`src/rtl/mhfd_pkg.sv`:
```
// Package for the sync-word frame deframer.
// Holds the result word type, register indexes and field widths.
// No dependencies; compiled first.
package mhfd_pkg;

    localparam int BYTE_W = 8;
    localparam int LEN_W  = 16;

    typedef logic [0:0] t_reg_idx;

    localparam t_reg_idx REG_FIRST_SYNC  = 1'b0;
    localparam t_reg_idx REG_SECOND_SYNC = 1'b1;

    typedef struct packed {
        logic [BYTE_W-1:0] payload_byte;
        logic [BYTE_W-1:0] frame_type;
        logic [LEN_W-1:0]  frame_length;
        logic [LEN_W-1:0]  byte_index;
        logic              last_of_frame;
        logic              empty_frame;
    } t_result;

    typedef struct packed {
        logic              we;
        t_reg_idx          idx;
        logic [BYTE_W-1:0] data;
    } t_cfg_wr;

endpackage

```
`src/rtl/mhfd_if.sv`:
```
// Valid/ready channel interfaces of the deframer.
// mhfd_rx_if carries received bytes, mhfd_frm_if carries result words.
// Depends on mhfd_pkg.
interface mhfd_rx_if;
    import mhfd_pkg::*;

    logic              valid;
    logic              ready;
    logic [BYTE_W-1:0] rx_byte;

    modport source (output valid, output rx_byte, input ready);
    modport sink   (input valid, input rx_byte, output ready);
endinterface

interface mhfd_frm_if;
    import mhfd_pkg::*;

    logic              valid;
    logic              ready;
    logic [BYTE_W-1:0] payload_byte;
    logic [BYTE_W-1:0] frame_type;
    logic [LEN_W-1:0]  frame_length;
    logic [LEN_W-1:0]  byte_index;
    logic              last_of_frame;
    logic              empty_frame;

    modport source (output valid, output payload_byte, output frame_type,
                    output frame_length, output byte_index, output last_of_frame,
                    output empty_frame, input ready);
    modport sink   (input valid, input payload_byte, input frame_type,
                    input frame_length, input byte_index, input last_of_frame,
                    input empty_frame, output ready);
endinterface

```
`src/rtl/mhfd_parser.sv`:
```
// Header parser of the deframer: sync registers, frame state and the
// per-byte decision that yields at most one result word per received byte.
// Depends on mhfd_pkg.
module mhfd_parser (
    input  logic                    i_clk,
    input  logic                    i_rst_n,
    input  mhfd_pkg::t_cfg_wr       i_cfg,
    input  logic                    i_take,
    input  logic [mhfd_pkg::BYTE_W-1:0] i_rx_byte,
    output logic                    o_res_valid,
    output mhfd_pkg::t_result       o_res
);
    import mhfd_pkg::*;

    typedef enum logic [2:0] {
        PH_HUNT1   = 3'd0,
        PH_HUNT2   = 3'd1,
        PH_TYPE    = 3'd2,
        PH_LEN_LO  = 3'd3,
        PH_LEN_HI  = 3'd4,
        PH_PAYLOAD = 3'd5
    } t_phase_e;

    t_phase_e          r_phase, n_phase;
    logic [BYTE_W-1:0] r_first_sync;
    logic [BYTE_W-1:0] r_second_sync;
    logic [BYTE_W-1:0] r_type, n_type;
    logic [BYTE_W-1:0] r_len_lo, n_len_lo;
    logic [LEN_W-1:0]  r_len, n_len;
    logic [LEN_W-1:0]  r_seen, n_seen;
    logic [LEN_W:0]    idx_next;
    logic [LEN_W-1:0]  len_full;
    logic              is_last;

    assign idx_next = {1'b0, r_seen} + {{LEN_W{1'b0}}, 1'b1};
    assign is_last  = idx_next >= {1'b0, r_len};
    assign len_full = {i_rx_byte, r_len_lo};

    always_comb begin
        n_phase     = r_phase;
        n_type      = r_type;
        n_len_lo    = r_len_lo;
        n_len       = r_len;
        n_seen      = r_seen;
        o_res_valid = 1'b0;
        o_res.payload_byte  = '0;
        o_res.frame_type    = r_type;
        o_res.frame_length  = r_len;
        o_res.byte_index    = '0;
        o_res.last_of_frame = 1'b0;
        o_res.empty_frame   = 1'b0;
        unique case (r_phase)
            PH_HUNT2: begin
                n_phase = (i_rx_byte == r_second_sync) ? PH_TYPE : PH_HUNT1;
            end
            PH_TYPE: begin
                n_type  = i_rx_byte;
                n_phase = PH_LEN_LO;
            end
            PH_LEN_LO: begin
                n_len_lo = i_rx_byte;
                n_phase  = PH_LEN_HI;
            end
            PH_LEN_HI: begin
                n_len  = len_full;
                n_seen = '0;
                if (len_full == '0) begin
                    n_phase             = PH_HUNT1;
                    o_res_valid         = 1'b1;
                    o_res.frame_length  = len_full;
                    o_res.last_of_frame = 1'b1;
                    o_res.empty_frame   = 1'b1;
                end else begin
                    n_phase = PH_PAYLOAD;
                end
            end
            PH_PAYLOAD: begin
                n_seen              = idx_next[LEN_W-1:0];
                o_res_valid         = 1'b1;
                o_res.payload_byte  = i_rx_byte;
                o_res.byte_index    = r_seen;
                o_res.last_of_frame = is_last;
                if (is_last) begin
                    n_phase = PH_HUNT1;
                end
            end
            default: begin
                n_phase = (i_rx_byte == r_first_sync) ? PH_HUNT2 : PH_HUNT1;
            end
        endcase
    end

    always_ff @(posedge i_clk) begin
        if (!i_rst_n) begin
            r_phase       <= PH_HUNT1;
            r_first_sync  <= '0;
            r_second_sync <= '0;
            r_type        <= '0;
            r_len_lo      <= '0;
            r_len         <= '0;
            r_seen        <= '0;
        end else begin
            if (i_cfg.we) begin
                unique case (i_cfg.idx)
                    REG_FIRST_SYNC:  r_first_sync  <= i_cfg.data;
                    REG_SECOND_SYNC: r_second_sync <= i_cfg.data;
                    default: ;
                endcase
            end
            if (i_take) begin
                r_phase  <= n_phase;
                r_type   <= n_type;
                r_len_lo <= n_len_lo;
                r_len    <= n_len;
                r_seen   <= n_seen;
            end
        end
    end

endmodule

```
`src/rtl/mhfd_out_stage.sv`:
```
// Result register of the deframer: holds one result word until the sink
// takes it and refills in the same cycle. Depends on mhfd_pkg.
module mhfd_out_stage (
    input  logic              i_clk,
    input  logic              i_rst_n,
    input  logic              i_load,
    input  logic              i_res_valid,
    input  mhfd_pkg::t_result i_res,
    input  logic              i_ready,
    output logic              o_free,
    output logic              o_valid,
    output mhfd_pkg::t_result o_res
);
    import mhfd_pkg::*;

    logic    r_valid;
    t_result r_res;

    assign o_free  = !r_valid || i_ready;
    assign o_valid = r_valid;
    assign o_res   = r_res;

    always_ff @(posedge i_clk) begin
        if (!i_rst_n) begin
            r_valid <= 1'b0;
        end else if (o_free) begin
            r_valid <= i_load && i_res_valid;
        end
    end

    always_ff @(posedge i_clk) begin
        if (o_free && i_load && i_res_valid) begin
            r_res <= i_res;
        end
    end

endmodule

```
`src/rtl/magic_header_frame_deframer_unit.sv`:
```
// Sync-word frame deframer: one received byte per clock cycle in, its result
// word, if any, registered in the output register. Ready falls only
// while that register holds a word the sink has not yet taken; the parser's
// single state update per byte sets the rate. Header bytes give no word, a
// zero-length frame gives one empty-frame word at its last header byte.
module magic_header_frame_deframer_unit (
    input  logic                        i_clk,
    input  logic                        i_rst_n,
    input  logic                        i_cfg_we,
    input  mhfd_pkg::t_reg_idx          i_cfg_idx,
    input  logic [mhfd_pkg::BYTE_W-1:0] i_cfg_data,
    mhfd_rx_if.sink                     i_rx,
    mhfd_frm_if.source                  o_frm
);
    import mhfd_pkg::*;

    t_cfg_wr cfg;
    t_result res;
    t_result out_res;
    logic    res_valid;
    logic    free;
    logic    take;

    assign cfg.we   = i_cfg_we;
    assign cfg.idx  = i_cfg_idx;
    assign cfg.data = i_cfg_data;

    assign i_rx.ready = free;
    assign take       = i_rx.valid && free;

    mhfd_parser u_parser (
        .i_clk       (i_clk),
        .i_rst_n     (i_rst_n),
        .i_cfg       (cfg),
        .i_take      (take),
        .i_rx_byte   (i_rx.rx_byte),
        .o_res_valid (res_valid),
        .o_res       (res)
    );

    mhfd_out_stage u_out (
        .i_clk       (i_clk),
        .i_rst_n     (i_rst_n),
        .i_load      (take),
        .i_res_valid (res_valid),
        .i_res       (res),
        .i_ready     (o_frm.ready),
        .o_free      (free),
        .o_valid     (o_frm.valid),
        .o_res       (out_res)
    );

    assign o_frm.payload_byte  = out_res.payload_byte;
    assign o_frm.frame_type    = out_res.frame_type;
    assign o_frm.frame_length  = out_res.frame_length;
    assign o_frm.byte_index    = out_res.byte_index;
    assign o_frm.last_of_frame = out_res.last_of_frame;
    assign o_frm.empty_frame   = out_res.empty_frame;

endmodule

```
`src/flat_wrapper.sv`:
```
// flat-port wrapper written by rule: the top's interface ports become plain ports
module magic_header_frame_deframer_unit_flat import mhfd_pkg::*;
  (i_clk, i_rst_n, i_cfg_we, i_cfg_idx, i_cfg_data, i_rx_valid, i_rx_rx_byte, i_rx_ready, o_frm_valid, o_frm_payload_byte, o_frm_frame_type, o_frm_frame_length, o_frm_byte_index, o_frm_last_of_frame, o_frm_empty_frame, o_frm_ready);
  mhfd_rx_if i_rx_i ();
  mhfd_frm_if o_frm_i ();
  input  logic i_clk;
  input  logic i_rst_n;
  input  logic i_cfg_we;
  input  mhfd_pkg::t_reg_idx i_cfg_idx;
  input  logic [mhfd_pkg::BYTE_W-1:0] i_cfg_data;
  input wire logic [$bits(i_rx_i.valid)-1:0] i_rx_valid;
  input wire logic [$bits(i_rx_i.rx_byte)-1:0] i_rx_rx_byte;
  output wire logic [$bits(i_rx_i.ready)-1:0] i_rx_ready;
  output wire logic [$bits(o_frm_i.valid)-1:0] o_frm_valid;
  output wire logic [$bits(o_frm_i.payload_byte)-1:0] o_frm_payload_byte;
  output wire logic [$bits(o_frm_i.frame_type)-1:0] o_frm_frame_type;
  output wire logic [$bits(o_frm_i.frame_length)-1:0] o_frm_frame_length;
  output wire logic [$bits(o_frm_i.byte_index)-1:0] o_frm_byte_index;
  output wire logic [$bits(o_frm_i.last_of_frame)-1:0] o_frm_last_of_frame;
  output wire logic [$bits(o_frm_i.empty_frame)-1:0] o_frm_empty_frame;
  input wire logic [$bits(o_frm_i.ready)-1:0] o_frm_ready;
  assign i_rx_i.valid = i_rx_valid;
  assign i_rx_i.rx_byte = i_rx_rx_byte;
  assign i_rx_ready = i_rx_i.ready;
  assign o_frm_valid = o_frm_i.valid;
  assign o_frm_payload_byte = o_frm_i.payload_byte;
  assign o_frm_frame_type = o_frm_i.frame_type;
  assign o_frm_frame_length = o_frm_i.frame_length;
  assign o_frm_byte_index = o_frm_i.byte_index;
  assign o_frm_last_of_frame = o_frm_i.last_of_frame;
  assign o_frm_empty_frame = o_frm_i.empty_frame;
  assign o_frm_i.ready = o_frm_ready;
  magic_header_frame_deframer_unit u_core (.i_clk(i_clk), .i_rst_n(i_rst_n), .i_cfg_we(i_cfg_we), .i_cfg_idx(i_cfg_idx), .i_cfg_data(i_cfg_data), .i_rx(i_rx_i), .o_frm(o_frm_i));
endmodule
```
`config.mk`:
```
export PLATFORM = sky130hd
export DESIGN_NAME = magic_header_frame_deframer_unit_flat
export DESIGN_NICKNAME = d
export VERILOG_FILES = /design/src/rtl/mhfd_pkg.sv /design/src/rtl/mhfd_if.sv /design/src/rtl/mhfd_parser.sv /design/src/rtl/mhfd_out_stage.sv /design/src/rtl/magic_header_frame_deframer_unit.sv /design/src/flat_wrapper.sv
export SDC_FILE = /design/constraint.sdc
export NUM_CORES = 1
export LEC_CHECK = 0
export ABC_AREA = 1
export BUFFER_PORTS_ARGS = -buffer_cell sky130_fd_sc_hd__buf_2
export CELL_PAD_IN_SITES_DETAIL_PLACEMENT = 2
export CELL_PAD_IN_SITES_GLOBAL_PLACEMENT = 2
export CORE_ASPECT_RATIO = 0.8
export CORE_MARGIN = 1
export CORE_UTILIZATION = 34
export DETAILED_ROUTE_END_ITERATION = 6
export PLACE_DENSITY = 0.82
export REMOVE_ABC_BUFFERS = 1
export SLEW_MARGIN = 20
export SYNTH_ARGS = -nofsm -noshare
export SYNTH_HDL_FRONTEND = slang
export SYNTH_SLANG_ARGS = --single-unit
```
`constraint.sdc`:
```
create_clock -name i_clk -period 3.8 [get_ports i_clk]
set_input_delay 0.76 -clock i_clk [delete_from_list [all_inputs] [get_ports i_clk]]
set_output_delay 0.76 -clock i_clk [all_outputs]
set_load 0.02 [all_outputs]
```
==> metrics.txt, run 1 <==
Core Footprint=15100 um2; worst-skew pair later-pin latency=420 ps; aggregate global-route resource usage=approximately 23%; Std-Cell Rows=40; total placed instance area=just under 6000 um2; number of global-route vias before repair=5051; kind of critical path=reg -> reg; power share of the sequential group=42.1%; Num CTS Buffers=17; Iter 0 DRT Violations=256; Max Cap Viol=0; Vias/cell=~4.9; Final HPWL DP=approximately 12000 um; # hold bufs at CTS=0; RSZ-0062 raised after global routing=false; Peak VDD IR=between 0.0003 and 0.0004 V; most area-consuming cells after synthesis=edfxtp_1 (28%), dfxtp_1 (26%), nand2_1 (7.3%), inv_1 (6.2%), nor2_1 (6.1%); share of the synthesized area in the top cell type=roughly 28%; Crit-path slowest cell=dfxtp_1; leakage=2.80 nW; Logic pwr share=6.3%; post-layout min period=2970 ps; critical path startpoint category=flop; Most common cell on crit path=nand2_1; Post-Syn Area=approximately 5300 um2; H-tree levels=4; Crit path max-delay family=simple AND/OR/NAND/NOR gates; Max stage delay on crit path=between 400 and 500 ps; nets=736; initial antenna violation count=0; part of the cycle the worst path needs=78.2%; Final Util=43.0%; setup violators final=0; Worst Hold Class=reg -> reg; fin worst setup slack=around 830 ps; maximum root-to-sink buffer count=2; worst slew pin tran=660 ps; yosys warns=0; FMAX=336 MHz; synth-to-layout area growth=22.5%; gpl congestion=roughly 0.83; placed cell count=888; layout cells sized above 1=19.4%; Detail Route Antenna Nets=0; worst slack, placed=814 ps; Residual DRC=0; post-CTS setup buffers=0; endpoint class of the critical path=flop; Final Max Slew Viols=0; CTS resizes=0; switching part of the total power=between 20% and 30%; first-pass GRT wire length=between 20000 and 30000 um; Mapped Cells=619; clk root buf=clkbuf_16; fin cells=920; Port-buffer cells=73; GRT Residual Overflow=0; CTS tree=done; P per Cell Area=approximately 500 nW/um2; Routed WL=17200 um; #FFs+latches synth=118; Netlist cell types=34; die area=16100 um2; DIE WIDTH=142 um; Hold Fails Final Rpt=0; Worst Path Buf+Inv=2; Finished Cell Area=6500 um2; Vias=4548; switching power=0.801 mW; drt pass-1 iters=5; ANT cells=0; largest net degree at the start of global routing=52; hold slack=429 ps; WP data required=just under 4000 ps; area leader, netlist=edfxtp_1; Die Ht=between 100 and 150 um; worst-path cell chain=ha_1 > nand2_1 > nor2_1 > nand2_1 > inv_1 > nand2_1 > nor2_1 > xor2_1 > inv_1 > ha_1 > a21oi_1 > nor2_1 > nor2_1 > nand3_1 > nor2_2 > nand2_1 > nand2_1 > nand2_1; critical path peak fanout=4; Tot Pwr=3.27 mW; Avg Inst Size Synth=about 8.6 um2; register area share after synthesis=54.0%; clock skew=8.84 ps; Power Internal=2.46 mW; Reg clk slew, reported paths=60 ps; Slew HR=around 56%; sinks on the clock net=between 100 and 150; Arrival @ worst endpoint=3130 ps; part of the power in the clock network=51.6%; I/O pin total=74; status=complete, no violations; setup tns final=0 ps; routed len/inst=18.7 um; initial cell density of the core=35.1%
power groups by stage:
stage	logic (mW)	clock network, mW	registers (mW)
global route	0.228	1.76	1.38
CTS	0.205	1.71	1.37
detailed placement	0.197	0	1.40
finish	0.204	1.69	1.38
global placement	0.182	0	1.40
floorplan	0.117	0	1.40
metal layers:
layer | routed length (um) | GRT usage [%]
met1 | 7720 | 28.0
met2 | 8650 | 40.7
met3 | 565 | 4.24
met4 | 292 | 8.53
met5 | 0 | 0
Yosys cell counts, drive strengths merged:
cell type,number
dfxtp,68
nand2,107
and2,1
clkbuf,8
xor2,14
xnor2,5
ha,17
nand4,5
nand2b,1
o21ai,51
nor2,97
a22o,1
o22ai,5
nor4,3
nor3,2
edfxtp,50
a21oi,58
inv,97
a21o,1
nand3,18
clkinv,2
buf,8
layout by cell type (no fill, tap or decap), drive strengths merged:
master,instances
nor4,3
bufinv,3
nand2b,1
xnor2,5
nor3,2
nor2,97
o21ai,51
a21o,1
a22o,1
clkbuf,18
xor2,14
ha,17
a21oi,58
clkinv,6
clkinvlp,3
nand3,18
o22ai,5
nand4,5
dfxtp,68
and2,1
edfxtp,50
buf,75
nand2,107
inv,101
cell families (layout without fill, tap and decap cells):
logic type / Yosys count / count (layout) / share of synthesized area [%]
AND/OR/NAND/NOR: 234 / 234 / 19.1
XOR/XNOR: 19 / 19 / 3.28
buffers and inverters: 115 / 206 / 8.40
adder cells (fa/ha/maj): 17 / 17 / 4.01
flip-flops: 118 / 118 / 54.0
AO/OA/AOI/OAI: 116 / 116 / 11.3
state kept, by name (all words and copies together) (netlist names):
register / flops
u_core.u_parser.r_phase: 3
u_core.u_parser.r_len_lo: 8
u_core.u_parser.r_seen: 16
u_core.u_parser.r_len: 16
u_core.u_out.o_res: 50
u_core.u_parser.r_type: 8
u_core.u_parser.r_first_sync: 8
u_core.u_parser.r_second_sync: 8
u_core.u_out.o_valid: 1
worst paths after layout:
kind / from / end / slack, ps / depth (start not counted)
setup / recovery: u_core.u_parser.r_seen[0] / u_core.u_out.o_res[1] / 830 / 18
setup reg to reg: u_core.u_parser.r_seen[0] / u_core.u_out.o_res[1] / 830 / 18
hold / removal: u_core.u_parser.r_type[0] / u_core.u_out.o_res[34] / 430 / 0
hold reg to reg: u_core.u_parser.r_type[0] / u_core.u_out.o_res[34] / 430 / 0
final cells by class:
cell class	count	area, um2
flip-flops and latches	118	2860
well taps	210	263
clock buffers	18	439
multi-input cells	386	2000
clock inverters	14	171
fillers	1721	8620
inverters	99	372
repair buffers	75	393
Power figures use the tool's default switching activity.
==> run 2, diff against run 1 <==
Settings changed: CORE_UTILIZATION 34 to 31, PLACE_DENSITY 0.82 to 0.79.
Clock period 3.8 ns to 2.5 ns, I/O delays scaled along.
==> run 2 against run 1 <==
  * The run now ends with setup timing left
  * Sequential power up 51%
  * Maximum frequency up 9.6%
  * Hold slack worse by 95 ps
  * Worst setup slack worse by 1000 ps
  * Cell count up 5.0%
==> metrics.txt, run 2 (synthesis gave the netlist of run 1 again) <==
synth-to-layout area growth=32.8%; hold slack=around 330 ps; leakage=3.07 nW; GRT Residual Overflow=0; worst slew pin tran=657 ps; H-tree levels=4; post-layout min period=around 2700 ps; kind of critical path=reg -> reg; Final HPWL DP=12100 um; Reg clk slew, reported paths=approximately 60 ps; total placed instance area=6090 um2; Arrival @ worst endpoint=2880 ps; RR Startpoint=u_core.u_parser.r_seen[0]; CTS tree=done; first-pass GRT wire length=28600 um; critical path peak fanout=3; initial cell density of the core=31.8%; Finished Cell Area=between 7000 and 8000 um2; placed cell count=923; Worst Hold Class=in -> reg; Num CTS Buffers=17; commonest non-fill, non-tap cells in the layout=nand2_1 (90), inv_1 (82), nor2_1 (79), buf_2 (73), dfxtp_1 (63); Port-buffer cells=73; setup violators final=4; most common cell after layout, fill and taps aside=nand2_1; Residual DRC=0; FILL cells=1803; Routed WL=18000 um; drt pass-1 iters=4; ANT cells=0; clk root buf=clkbuf_16; Core Footprint=16700 um2; critical path startpoint category=flop; worst-skew pair later-pin latency=about 420 ps; nets=between 700 and 800; largest net degree at the start of global routing=52; Tot Pwr=roughly 4.9 mW; RSZ-0062 raised after global routing=true; r2r worst-path depth=18; aggregate global-route resource usage=21.6%; maximum root-to-sink buffer count=2; fin cells=966; Die Ht=119 um; I/O pin total=74; Max Cap Viol=0; hold path startpoint=i_cfg_data[2]; routed len/inst=18.7 um; Final Max Slew Viols=0; part of the cycle the worst path needs=108%; WP data required=between 2000 and 3000 ps; Vias=4676; Iter 0 DRT Violations=243; clock skew=8.87 ps; layout cells sized above 1=29.6%; gpl congestion=0.765; Vias/cell=4.84; setup tns final=-670 ps; Peak VDD IR=a little under 0.0004 V; endpoint class of the critical path=flop; failing checks=setup timing; max reg flops=50; Detail Route Antenna Nets=0; R2R Setup Slk=-210 ps; initial antenna violation count=0; Hold Fails Final Rpt=0; P per Cell Area=702 nW/um2; status=finished, violations left; DIE WIDTH=approximately 150 um; FMAX=369 MHz; RR Endpoint=u_core.u_out.o_res[1]; fin worst setup slack=-212 ps; Min-Delay Path Depth=3; sinks on the clock net=118; Std-Cell Rows=42; hold endpoint=u_core.u_parser.r_first_sync[2]; die area=~18000 um2; number of global-route vias before repair=5309; Slew HR=56.1%
-- run 2: cell types whose count changed in the layout (fill, tap and decap cells not counted), sizes merged --
cell,before,now
buf,75,111
clkbuf,18,17
clkinv,6,11
clkinvlp,3,1
inv,101,99
-- run 2: metal layers --
layer	part of all wire (%)	up-vias	routed length, um	global-route usage, %
li1	-	2229	-	-
met3	2.8	29	512	4.75
met5	0	-	0	0
met4	2.0	0	367	8.25
met1	43	2330	7720	25.2
met2	52	88	9450	38.5
-- run 2: cell type report --
cell class              instances  area (um2)  area share (%)
clock buffers                  17         425            6.04
clock inverters                15         178            2.52
inverters                      99         372            5.28
multi-input cells             386        2250            31.9
flip-flops and latches        118        2870            40.8
well taps                     220         275            3.91
repair buffers                111         671            9.52
-- run 2: metrics by stage --
step           setup slack (ps)  utilization (%)
2_1_floorplan              -298                -
3_3_place_gp               41.1             36.5
3_5_place_dp               -128             36.5
4_1_cts                  -0.346             41.2
5_1_grt                    -288             42.3
6_report                   -212             42.3
-- run 2: power by group --
group	internal, mW	switching (mW)
clock	1.57	0.936
sequential	2.05	0.0344
combinational	0.120	0.237
total	3.74	1.21
-- run 2: worst max-delay path, cell delays in order (launching register included) --
cell and delay (ps):
dfxtp_4 370, buf_6 110, nand3_4 70, nor2_4 170
nand2_4 90, nor4_4 360, nand2_1 160, and2_4 180
ha_4 230, nand2_2 70, inv_2 50, nand2_2 70
nor2_2 40, nand2_1 80, nand3_2 80, nor2_4 120
nand2_1 70, nand2_1 70, nand2_1 50
-- run 2: worst max-delay path by stage --
stage	cells past startpoint	to	slack [ps]	startpoint
floorplan	6	u_core.u_out.o_res[0]	-300	o_frm_ready
global placement	18	u_core.u_out.o_res[1]	40	u_core.u_parser.r_seen[1]
detailed placement	19	u_core.u_out.o_res[1]	-130	u_core.u_parser.r_seen[1]
CTS	16	u_core.u_out.o_res[1]	-0.3	u_core.u_parser.r_seen[1]
global route	18	u_core.u_out.o_res[1]	-290	u_core.u_parser.r_seen[0]
finish	18	u_core.u_out.o_res[1]	-210	u_core.u_parser.r_seen[0]
-- run 2: repair_timing --
action	in CTS	in global routing
buffers inserted	4	7
resized for setup	31	34
pin swaps	19	21
hold buffers	0	0
endpoints found under the setup margin	4	4
==> run 3, diff against run 2 <==
Clock period 2.5 ns to 2.4 ns, I/O delays scaled along.
==> run 3 against run 2 <==
  * The run still ends with setup timing left
  * Clock power rose by 8%
  * Sequential cell count stayed put
  * Clock-buffer cell count is 1 higher
  * Sequential share of layout area fell by 1.5 points
  * Global-route usage up 2.6 points
  * Clock skew hardly changed
  * Via count increased by 5.4%
  * Maximum frequency is 4.2% lower
  * Hold slack got worse by 25 ps
  * Power is 6.7% higher
  * Critical path type unchanged
  * Critical endpoint unchanged
  * Largest cell class unchanged
  * Largest power group unchanged
  * Highest routed layer unchanged
==> metrics.txt, run 3 (synthesis gave the netlist of run 1 again) <==
status=finished, violations left; failing checks=setup timing; H-tree levels=4; Port-buffer cells=between 70 and 80; Vias=approximately 4900; r2r worst-path depth=17; R2R Setup Slk=-430 ps; Core Footprint=16700 um2; FILL cells=between 1500 and 2000; Final Max Slew Viols=0; number of global-route vias before repair=5509; largest net degree at the start of global routing=39; Detail Route Antenna Nets=0; initial cell density of the core=a little under a third; most common cell after layout, fill and taps aside=nand2_1; I/O pin total=74; Residual DRC=0; commonest non-fill, non-tap cells in the layout=nand2_1 (92), inv_1 (80), nor2_1 (79), buf_2 (73), dfxtp_1 (64); critical path peak fanout=3; register area=2870 um2; Die Ht=119 um; Vias/cell=4.99; WP data required=2560 ps; aggregate global-route resource usage=24.3%; Std-Cell Rows=between 40 and 50; setup violators final=5; RSZ-0062 raised after global routing=true; drt pass-1 iters=4; worst slack, placed=-216 ps; Crit-path slowest cell=dfxtp_1; Routed WL=21900 um; fin worst setup slack=-430 ps; GRT Residual Overflow=0; endpoint class of the critical path=flop; layout cells sized above 1=about a third; maximum root-to-sink buffer count=2; Max stage delay on crit path=410 ps; gpl congestion=0.778; worst-path cell chain=nand2_1 > nor2_1 > nand2_2 > inv_2 > nand2_4 > nor2_4 > xor2_2 > inv_2 > ha_4 > a21oi_2 > nor2_2 > nor2_4 > nand3_4 > nor2_4 > nand2_1 > nand2_1 > nand2_1; kind of critical path=reg -> reg; Hold Fails Final Rpt=0; initial antenna violation count=0; DIE WIDTH=148 um; sinks on the clock net=around 120; P per Cell Area=721 nW/um2; leakage=3.17 nW; die area=17600 um2; Min-Delay Path Depth=3; Most common cell on crit path=nand2_1; FMAX=between 300 and 400 MHz; synth-to-layout area growth=37.9%; Num CTS Buffers=17; clock skew=8.75 ps; Max Cap Viol=0; routed len/inst=22.1 um; Slew HR=55.1%; worst slew pin tran=673 ps; Peak VDD IR=0.000471 V; first-pass GRT wire length=31700 um; max reg flops=50; multi-input logic area=2310 um2; nets=794; critical path startpoint category=flop; part of the cycle the worst path needs=118%; Iter 0 DRT Violations=305; clk root buf=clkbuf_16; Final Util=43.9%; post-layout min period=2830 ps; worst-skew pair later-pin latency=430 ps; Reg clk slew, reported paths=60 ps; ANT cells=0; Final HPWL DP=12600 um; Worst Hold Class=in -> reg; Arrival @ worst endpoint=2990 ps; CTS tree=done
[run 3: worst paths after layout]
check                                               start                         endpoint
worst max register to register  u_core.u_parser.r_seen[6]            u_core.u_out.o_res[1]
worst min-delay path                        i_cfg_data[1]  u_core.u_parser.r_first_sync[1]
worst max-delay path            u_core.u_parser.r_seen[6]            u_core.u_out.o_res[1]
worst min register to register  u_core.u_parser.r_type[1]           u_core.u_out.o_res[35]
[run 3: through the flow]
step | cell area (um2) | cells | setup TNS (ps) | hold WS, ps | power [mW]
after global routing | 7310 | 988 | -2120 | 315 | 5.44
final | 7310 | 988 | -1490 | 309 | 5.28
after floorplan | 5230 | 603 | -18910 | 403 | 2.40
after CTS | 7040 | 978 | -977 | 299 | 5.24
after global placement | 6180 | 933 | -169 | 409 | 2.52
after detailed placement | 6180 | 933 | -810 | 416 | 2.55
[run 3: per-layer routing]
layer  vias up  routed length, um  GRT usage (%)
li1       2268                  -              -
met1      2504               9350           28.5
met2       123              11200           42.2
met3        35                713           5.33
met4         0                618           10.6
met5         -                  0              0
[run 3: where the power goes]
group / internal, mW / switching [mW] / total [mW]
Sequential: 2.13 / 0.0372 / 2.17
Combinational: 0.133 / 0.272 / 0.405
Clock: 1.64 / 1.06 / 2.70
Total: 3.91 / 1.37 / 5.28
[run 3: layout make-up]
class | instances | area share, %
inverters | 99 | 5.08
repair buffers | 133 | 12.1
flip-flops and latches | 118 | 39.3
well taps | 220 | 3.76
clock inverters | 14 | 2.40
clock buffers | 18 | 5.87
multi-input cells | 386 | 31.5
[run 3: critical path: cells and delay by family, from the launching register on]
family | cells | cell delay (ps)
AND/OR/NAND/NOR | 12 | 1360
flip-flops | 1 | 410
adder cells (fa/ha/maj) | 1 | 230
XOR/XNOR | 1 | 200
buffers and inverters | 2 | 190
AO/OA/AOI/OAI | 1 | 170
[run 3: what timing repair did]
item / in CTS / in global routing
buffers inserted: 13 / 10
setup endpoints to repair: 4 / 5
pin swaps: 15 / 19
resized for setup: 33 / 48
hold buffers: 0 / 0
